**config.mk**
```make
export PLATFORM = sky130hd
export DESIGN_NAME = y86_rf
export DESIGN_NICKNAME = d
export VERILOG_FILES = /design/src/y86_pkg.sv /design/src/y86_rf.sv
export SDC_FILE = /design/constraint.sdc
export NUM_CORES = 1
export LEC_CHECK = 0
export BUFFER_PORTS_ARGS = -buffer_cell sky130_fd_sc_hd__buf_2
export CORE_MARGIN = 2
export CORE_UTILIZATION = 61
export DETAILED_ROUTE_END_ITERATION = 8
export GPL_TIMING_DRIVEN = 0
export HOLD_SLACK_MARGIN = 0.15
export PLACE_DENSITY = 0.88
export SYNTH_ARGS = -nofsm -noshare
export SYNTH_HDL_FRONTEND = slang
export SYNTH_SLANG_ARGS = --single-unit
```
**constraint.sdc**
```tcl
create_clock -name clk -period 8.4 [get_ports clk]
set_input_delay 0.84 -clock clk [delete_from_list [all_inputs] [get_ports clk]]
set_output_delay 0.84 -clock clk [all_outputs]
set_load 0.02 [all_outputs]
```
**src/y86_pkg.sv**
```systemverilog
// Shared types, constants and ALU/condition helpers for the Y86-64 step block.
// No dependencies.
package y86_pkg;

  localparam int MEM_BYTES = 8192;
  localparam int MEM_AW    = $clog2(MEM_BYTES);
  localparam int NUM_REGS  = 15;

  localparam logic [3:0] RSP_ID = 4'd4;
  localparam logic [3:0] NO_REG = 4'd15;

  localparam logic [1:0] ACT_LOAD  = 2'd0;
  localparam logic [1:0] ACT_EXEC  = 2'd1;
  localparam logic [1:0] ACT_RDQ   = 2'd2;
  localparam logic [1:0] ACT_RDREG = 2'd3;

  localparam logic [1:0] ST_AOK = 2'd0;
  localparam logic [1:0] ST_HLT = 2'd1;
  localparam logic [1:0] ST_ADR = 2'd2;
  localparam logic [1:0] ST_INS = 2'd3;

  localparam logic [3:0] OP_HALT  = 4'h0;
  localparam logic [3:0] OP_NOP   = 4'h1;
  localparam logic [3:0] OP_RRMOV = 4'h2;
  localparam logic [3:0] OP_IRMOV = 4'h3;
  localparam logic [3:0] OP_RMMOV = 4'h4;
  localparam logic [3:0] OP_MRMOV = 4'h5;
  localparam logic [3:0] OP_OPQ   = 4'h6;
  localparam logic [3:0] OP_JXX   = 4'h7;
  localparam logic [3:0] OP_CALL  = 4'h8;
  localparam logic [3:0] OP_RET   = 4'h9;
  localparam logic [3:0] OP_PUSH  = 4'hA;
  localparam logic [3:0] OP_POP   = 4'hB;
  localparam logic [3:0] OP_IADD  = 4'hC;

  localparam logic [3:0] ALU_ADD = 4'd0;
  localparam logic [3:0] ALU_SUB = 4'd1;
  localparam logic [3:0] ALU_AND = 4'd2;
  localparam logic [3:0] ALU_XOR = 4'd3;

  localparam logic [3:0] C_ALW = 4'd0;
  localparam logic [3:0] C_LE  = 4'd1;
  localparam logic [3:0] C_L   = 4'd2;
  localparam logic [3:0] C_E   = 4'd3;
  localparam logic [3:0] C_NE  = 4'd4;
  localparam logic [3:0] C_GE  = 4'd5;
  localparam logic [3:0] C_G   = 4'd6;

  localparam logic [2:0] FLAGS_RESET = 3'b100;

  typedef struct packed {
    logic              we;
    logic [MEM_AW-1:0] addr;
    logic [7:0]        data;
  } mem_wr_t;

  typedef struct packed {
    logic        we;
    logic [3:0]  idx;
    logic [63:0] data;
  } rf_wr_t;

  function automatic logic byte_ok(logic [63:0] a);
    return a < 64'(MEM_BYTES);
  endfunction

  function automatic logic word_ok(logic [63:0] a);
    return a <= 64'(MEM_BYTES - 8);
  endfunction

  function automatic logic [63:0] alu_res(logic [3:0] fn, logic [63:0] a, logic [63:0] b);
    case (fn)
      ALU_ADD: return a + b;
      ALU_SUB: return b - a;
      ALU_AND: return a & b;
      ALU_XOR: return a ^ b;
      default: return '0;
    endcase
  endfunction

  // Z bit 2, S bit 1, O bit 0; subtract overflow keeps the odd "a > 0" test
  function automatic logic [2:0] alu_flg(logic [3:0] fn, logic [63:0] a, logic [63:0] b);
    logic [63:0] v;
    logic        o;
    logic        apos;
    v    = alu_res(fn, a, b);
    apos = (a != '0) && !a[63];
    case (fn)
      ALU_ADD: o = (a[63] == b[63]) && (v[63] != a[63]);
      ALU_SUB: o = (apos == b[63]) && (v[63] != b[63]);
      default: o = 1'b0;
    endcase
    return {(v == '0), v[63], o};
  endfunction

  function automatic logic cond_ok(logic [2:0] cc, logic [3:0] c);
    logic zf;
    logic sf;
    logic of;
    zf = cc[2];
    sf = cc[1];
    of = cc[0];
    case (c)
      C_ALW:   return 1'b1;
      C_LE:    return (sf ^ of) | zf;
      C_L:     return sf ^ of;
      C_E:     return zf;
      C_NE:    return !zf;
      C_GE:    return !(sf ^ of);
      C_G:     return !(sf ^ of) && !zf;
      default: return 1'b0;
    endcase
  endfunction

endpackage

```
**src/y86_rf.sv**
```systemverilog
// Program register file, 15 x 64, registered read; id 15 reads 0, writes dropped.
// Valid bits stand in for the reset clear. Depends on y86_pkg.
module y86_rf (
  input  logic             clk,
  input  logic             rst,
  input  y86_pkg::rf_wr_t  wr,
  input  logic [3:0]       raddr,
  output logic [63:0]      q
);
  import y86_pkg::*;

  logic [63:0]         regs [NUM_REGS];
  logic [NUM_REGS-1:0] valid;
  logic [63:0]         rdata;
  logic                rok;

  always_ff @(posedge clk) begin
    if (rst) begin
      valid <= '0;
    end else if (wr.we && (wr.idx < 4'(NUM_REGS))) begin
      valid[wr.idx] <= 1'b1;
    end
  end

  always_ff @(posedge clk) begin
    if (wr.we && (wr.idx < 4'(NUM_REGS))) begin
      regs[wr.idx] <= wr.data;
    end
    rdata <= regs[raddr];
    rok   <= (raddr < 4'(NUM_REGS)) && valid[raddr];
  end

  assign q = rok ? rdata : '0;
endmodule

```
==> results of run 1 <==
-- Yosys cell counts (2+ instances only) --
master    instances
mux4_2          195
buf_2            23
a21oi_1          12
a221o_1          64
nand2b_1          2
nand3b_1          2
dfxtp_1          80
a22o_1           65
nor2_1           29
edfxtp_1        960
buf_8             6
and2_1           65
nand2_1          66
mux2i_1          65
buf_1             7
buf_4             7
a31oi_1           3
nor3_1            4
o21ai_0          64
clkbuf_1         58
nor2b_1           5
and3b_1           3
-- power by group --
| part | total, mW | switching (mW) | internal (mW) | leakage, nW |
|---|---|---|---|---|
| Clock | 4.35 | 1.89 | 2.46 | 1.50 |
| Sequential | 5.83 | 0.0452 | 5.79 | 9.34 |
| Combinational | 0.564 | 0.351 | 0.213 | 3.92 |
| Total | 10.7 | 2.28 | 8.46 | 14.8 |
-- final cells by class --
| class | count | area [um2] | share of cell area [%] |
|---|---|---|---|
| repair buffers | 190 | 1550 | 3.49 |
| clock buffers | 136 | 2650 | 5.98 |
| diodes | 11 | 27.5 | 0.0621 |
| flip-flops and latches | 1040 | 30400 | 68.7 |
| plain buffers | 103 | 533 | 1.20 |
| clock inverters | 35 | 394 | 0.890 |
| well taps | 846 | 1060 | 2.39 |
| multi-input cells | 650 | 7670 | 17.3 |
-- registers in the layout (all words and copies together), names as in the netlist --
signal  count
rdata      64
regs      960
rok         1
valid      15
-- placed cells by master (no fill, tap or decap), types with 5 or more instances in the layout --
| master | Yosys | layout |
|---|---|---|
| a21oi_1 | 12 | 12 |
| buf_8 | 6 | 10 |
| dfxtp_1 | 80 | 80 |
| diode_2 | 0 | 11 |
| mux4_2 | 195 | 195 |
| clkbuf_1 | 58 | 87 |
| a22o_1 | 65 | 65 |
| buf_1 | 7 | 7 |
| clkinv_2 | 0 | 17 |
| buf_4 | 7 | 8 |
| clkbuf_16 | 0 | 95 |
| buf_6 | 1 | 27 |
| nor2_4 | 0 | 11 |
| clkbuf_8 | 0 | 12 |
| mux2i_1 | 65 | 65 |
| buf_2 | 23 | 158 |
| bufinv_16 | 0 | 9 |
| nand2_1 | 66 | 66 |
| edfxtp_1 | 960 | 960 |
| nor2b_1 | 5 | 5 |
| o21ai_0 | 64 | 64 |
| clkinv_1 | 0 | 8 |
| nor2_1 | 29 | 18 |
| a221o_1 | 64 | 64 |
| and2_1 | 65 | 65 |
| buf_12 | 1 | 21 |
-- layer usage --
layer,routed length [um],track usage (%)
met1,33200,37.9
met2,51600,50.9
met3,11300,6.36
met4,6460,17.7
met5,45,0
-- worst min-delay path by stage --
stage                            from                      to  slack (ns)  cells after the start
2_1_floorplan   valid[4]$_SDFFE_PP0N_   valid[4]$_SDFFE_PP0N_        0.43                      2
3_3_place_gp    valid[2]$_SDFFE_PP0N_   valid[2]$_SDFFE_PP0N_        0.45                      2
3_5_place_dp   valid[10]$_SDFFE_PP0N_  valid[10]$_SDFFE_PP0N_        0.46                      2
4_1_cts                           rst   valid[2]$_SDFFE_PP0N_        0.46                      2
5_1_grt                           rst   valid[2]$_SDFFE_PP0N_        0.49                      2
6_report                          rst   valid[3]$_SDFFE_PP0N_        0.49                      2
-- cells by family after synthesis --
family                 count (synthesis)  synth area share (%)
and+or+nand+nor                      180                  2.33
buffers and inverters                103                  1.38
DFF                                 1040                  79.0
AOI/OAI and AO/OA                    210                  4.22
muxes                                260                  13.1
==> results.txt, run 1 <==
die height = 255 um
Crit Reg-Reg Startpoint = regs[5][3]$_DFFE_PP_
# fillers = 3360
Synth top area share = 74.8%
reg2reg setup slack = 6.63 ns
crit end category = output port
fin crit period = 3.95 ns
Req. time, crit path = 7.56 ns
placed cell areas = 41200 um2
most used cell, CP = clkbuf_1
placed cell count = 2829
R2R Path End = rdata[3]$_DFF_P_
setup violators final = 0
Fmax achieved = 253 MHz
wire length per cell = 34.1 um
ratio of final minimum period to clock period = 47.0%
data arrival time of the critical path = 3.11 ns
CTS max path bufs = 3
Worst path max stage delay = 1.01 ns
min-delay worst type = input pin to register
I/O pins = 139
critical path's top delay family = buffers and inverters
crit path to = q[13]
Post-synth ARST share = 0%
Die X = 255 um
setup TNS = 0 ns
pre-CTS WS = 4.92 ns
Post-synth EDFFs = 960
crit path max fanout = 10
cts bufs inserted = 94
final hold viol count = 0
synth top area cells = edfxtp_1 (75%), mux4_2 (11%), dfxtp_1 (4.2%)
Via Count = 20971
Worst Setup SP = rok$_DFF_P_
First-pass DRT Iterations = 8
initial antenna violation count = 11
total power = 10.7 mW
Detailed Place HPWL = 57.4 mm
DRT antenna net count = 0
library cells used by synthesis = 30
status = finished with violations
Clock Latency Late Sink = 0.66 ns
Max-Cap Viols = 0
CTS H-tree lvls = 3
fraction of the yosys area taken by sequential cells = 79.0%
DRT Wirelength = 103 mm
first-pass GRT wire length = 144 mm
Critical Path Stages = 4
core area = 62700 um2
clock tree from TritonCTS = yes
P&R area growth vs syn = 15.0%
Synth area leader = edfxtp_1
unrepaired setup endpoints after global routing = false
largest net degree at the start of global routing = 28
Setup Skew = 0.0253 ns
Crit-path slowest cell = clkbuf_1
crit path launch type = register
Initial Utilization = 61.4%
vias in the first global route = 21462
fraction of layout cells with a size suffix above 1 = 26.6%
root buffer cell = clkbuf_16
Overflow after GRT = 0
Pins Over Slew Limit = 0
leakage = 14.8 nW
final core occ = 70.6%
CTS sink count = 1040
Crit path buffers/inverters = 3
IR drop worst, VDD = 0.214 mV
Reg2Reg Depth = 3
Worst Max-Slew Pin Slew = 1.38 ns
iteration-0 DRC count of the detailed router = 3096
post-synthesis register bit count = 1040
Yosys warnings = 0
post-route insts no fill = 3011
PostCTS Resize Cnt = 0
post-cts hold buffer count = 0
# DRC = 2
GPL Wtd Cong = 0.763
Synth Cell Area = 38500 um2
failing checks = DRC
WS Path Type = register to output port
Final #Nets = 2154
number of cell rows = 92
Synth Area per Inst = 21.5 um2
syn nets = 1868
fin area = 44300 um2
crit-path cells = clkbuf_1 > clkbuf_1 > and2_1 > buf_2
pwr/cell area = 243 nW/um2
max_slew headroom = 7.69%
Via density = 6.96
full die area = 65200 um2
Post CTS Setup Buffer Count = 0
input/output buffers = 135
Clock Pin Slew Worst Setup and Hold Paths = 0.06 ns
Setup WS post-layout = 4.45 ns
Min Hold Slack = 0.487 ns
Post-synth top flop = edfxtp_1
Post-Syn Instances = 1793
gr usage total = 30.7%
(Power assumes the default switching activity.)
==> run 2: changes to the inputs <==
- CORE_UTILIZATION: 61 -> 55
- PLACE_DENSITY: 0.88 -> 0.84
- clock period: 8.4 -> 3.5 ns (I/O delays scaled with it)
==> run 2 against run 1 <==
  * The run ends with antenna rules left
  * Sequential share of layout area is 1.7 points lower
  * Clock power is 150% higher
  * Non-clock buffer count is 54 higher
  * Sequential cell count stayed put
  * Critical endpoint is now q[14]
  * Critical path type unchanged
  * Global-route usage is 3.7 points lower
  * Core utilization is 5.4 points lower
  * Cell count is 5.2% higher
==> results.txt, run 2 (synthesized netlist as in run 1, its figures left out) <==
min-delay worst type = input pin to register
DRT Wirelength = 96.8 mm
GPL Wtd Cong = 0.772
fin crit period = 3.38 ns
Reg2Reg Depth = 3
cts bufs inserted = 96
fraction of layout cells with a size suffix above 1 = 25.9%
First-pass DRT Iterations = 5
WS Path Type = register to output port
Regs by FF count = regs: 960 flops, rdata: 64 flops, valid: 15 flops
Via density = 6.53
failing checks = antenna rules
Detailed Place HPWL = 55.9 mm
max_slew headroom = 10.9%
input/output buffers = 135
most common cell after layout, fill and taps aside = edfxtp_1
# fillers = 4233
Pins Over Slew Limit = 0
I/O pins = 139
root buffer cell = clkbuf_16
Via Count = 20695
hold-critical path depth = 4
most frequent cells in the layout = edfxtp_1 (960), mux4_2 (195), buf_2 (158)
crit-path cells = clkbuf_1 > clkbuf_1 > and2_1 > buf_2
P&R area growth vs syn = 17.9%
initial antenna violation count = 12
IR drop worst, VDD = 0.358 mV
fin area = 45400 um2
pwr/cell area = 574 nW/um2
ratio of final minimum period to clock period = 96.5%
Worst path max stage delay = 0.97 ns
Fmax achieved = 296 MHz
max reg flops = 960
Req. time, crit path = 3.15 ns
CTS H-tree lvls = 3
DRT antenna net count = 1
Min Hold Slack = 0.183 ns
Max-Cap Viols = 0
Worst Max-Slew Pin Slew = 1.34 ns
reg2reg setup slack = 1.87 ns
Clock Pin Slew Worst Setup and Hold Paths = 0.07 ns
number of cell rows = 97
Initial Utilization = 55.3%
crit path max fanout = 15
placed cell areas = 41500 um2
total power = 26.1 mW
Crit-path slowest cell = clkbuf_1
crit end category = output port
data arrival time of the critical path = 3.03 ns
full die area = 72200 um2
CTS max path bufs = 3
status = finished with violations
clock tree from TritonCTS = yes
wire length per cell = 30.6 um
CTS sink count = 1040
Reg with most FFs = regs
R2R Path End = rdata[42]$_DFF_P_
Worst Min Path Start = wr[66]
unrepaired setup endpoints after global routing = false
Overflow after GRT = 0
die height = 269 um
leakage = 15.2 nW
largest net degree at the start of global routing = 29
most used cell, CP = clkbuf_1
crit path launch type = register
setup violators final = 0
gr usage total = 26.9%
Crit Reg-Reg Startpoint = regs[7][42]$_DFFE_PP_
iteration-0 DRC count of the detailed router = 2803
Setup Skew = 0.0283 ns
final hold viol count = 0
first-pass GRT wire length = 139 mm
Clock Latency Late Sink = 0.65 ns
Final #Nets = 2210
# DRC = 0
Die X = 269 um
core area = 69700 um2
vias in the first global route = 20894
hold path endpoint = valid[9]$_SDFFE_PP0N_
==> run 2: metal layers <==
layer  wire length [um]  part of all wire, %  up-vias  track usage (%)
met2              49200                   51     1564             45.5
met5                 61                0.063        -                0
met3               9060                  9.4      314             4.52
met4               4640                  4.8       10             12.7
met1              33800                   35    10654             34.5
li1                   -                    -     8153                -
==> run 2: cell type report <==
cell class                 instances  area (um2)  area share [%]
clock inverter                    42         417           0.917
sequential                      1040       30400            67.0
antenna                           11        27.5          0.0606
multi-input combinational        650        7690            16.9
tap                              940        1180            2.59
timing repair buffer             244        2330            5.13
clock buffer                     138        2820            6.20
buffer                           103         533            1.17
==> run 2: critical path: cells and delay by family, from the launching register on <==
family | cells | cell delay, ns
buf+inv | 3 | 1.72
simple gates | 1 | 0.34
flops | 1 | 0.31
==> run 2: worst max path at each step <==
stage / end / slack (ns) / cells past startpoint / startpoint
after global placement: regs[8][27]$_DFFE_PP_ / -3.40 / 3 / wr[64]
final: q[14] / 0.12 / 4 / rok$_DFF_P_
after floorplan: regs[12][0]$_DFFE_PP_ / -0.54 / 2 / wr[64]
after CTS: q[23] / 0.19 / 4 / rok$_DFF_P_
after detailed placement: regs[13][43]$_DFFE_PP_ / 0.38 / 6 / wr[67]
after global routing: q[23] / 0.16 / 4 / rok$_DFF_P_
==> run 2: report_power, final <==
group / leakage, nW / internal [mW] / switching [mW] / total [mW]
clock network: 1.60 / 6.19 / 4.50 / 10.7
registers: 9.34 / 13.9 / 0.0953 / 14.0
logic: 4.22 / 0.565 / 0.837 / 1.40
==> run 2: timing repair <==
item                       4_1_cts  5_1_grt
hold buffers                    66        0
buffers inserted                 0        0
hold endpoints to repair       966        0
resized for setup                0        0
setup endpoints to repair        0        0
==> run 2: through the flow <==
stage                     std cells  setup TNS, ns  worst slack (ns)  util (%)
after floorplan                1793        -173.96            -0.544         -
after global placement         2868       -2039.19             -3.40      58.0
after detailed placement       2911              0             0.377      59.6
after CTS                      3157              0             0.193      65.2
after global routing           3162              0             0.156      65.2
final                          3168              0             0.123      65.2
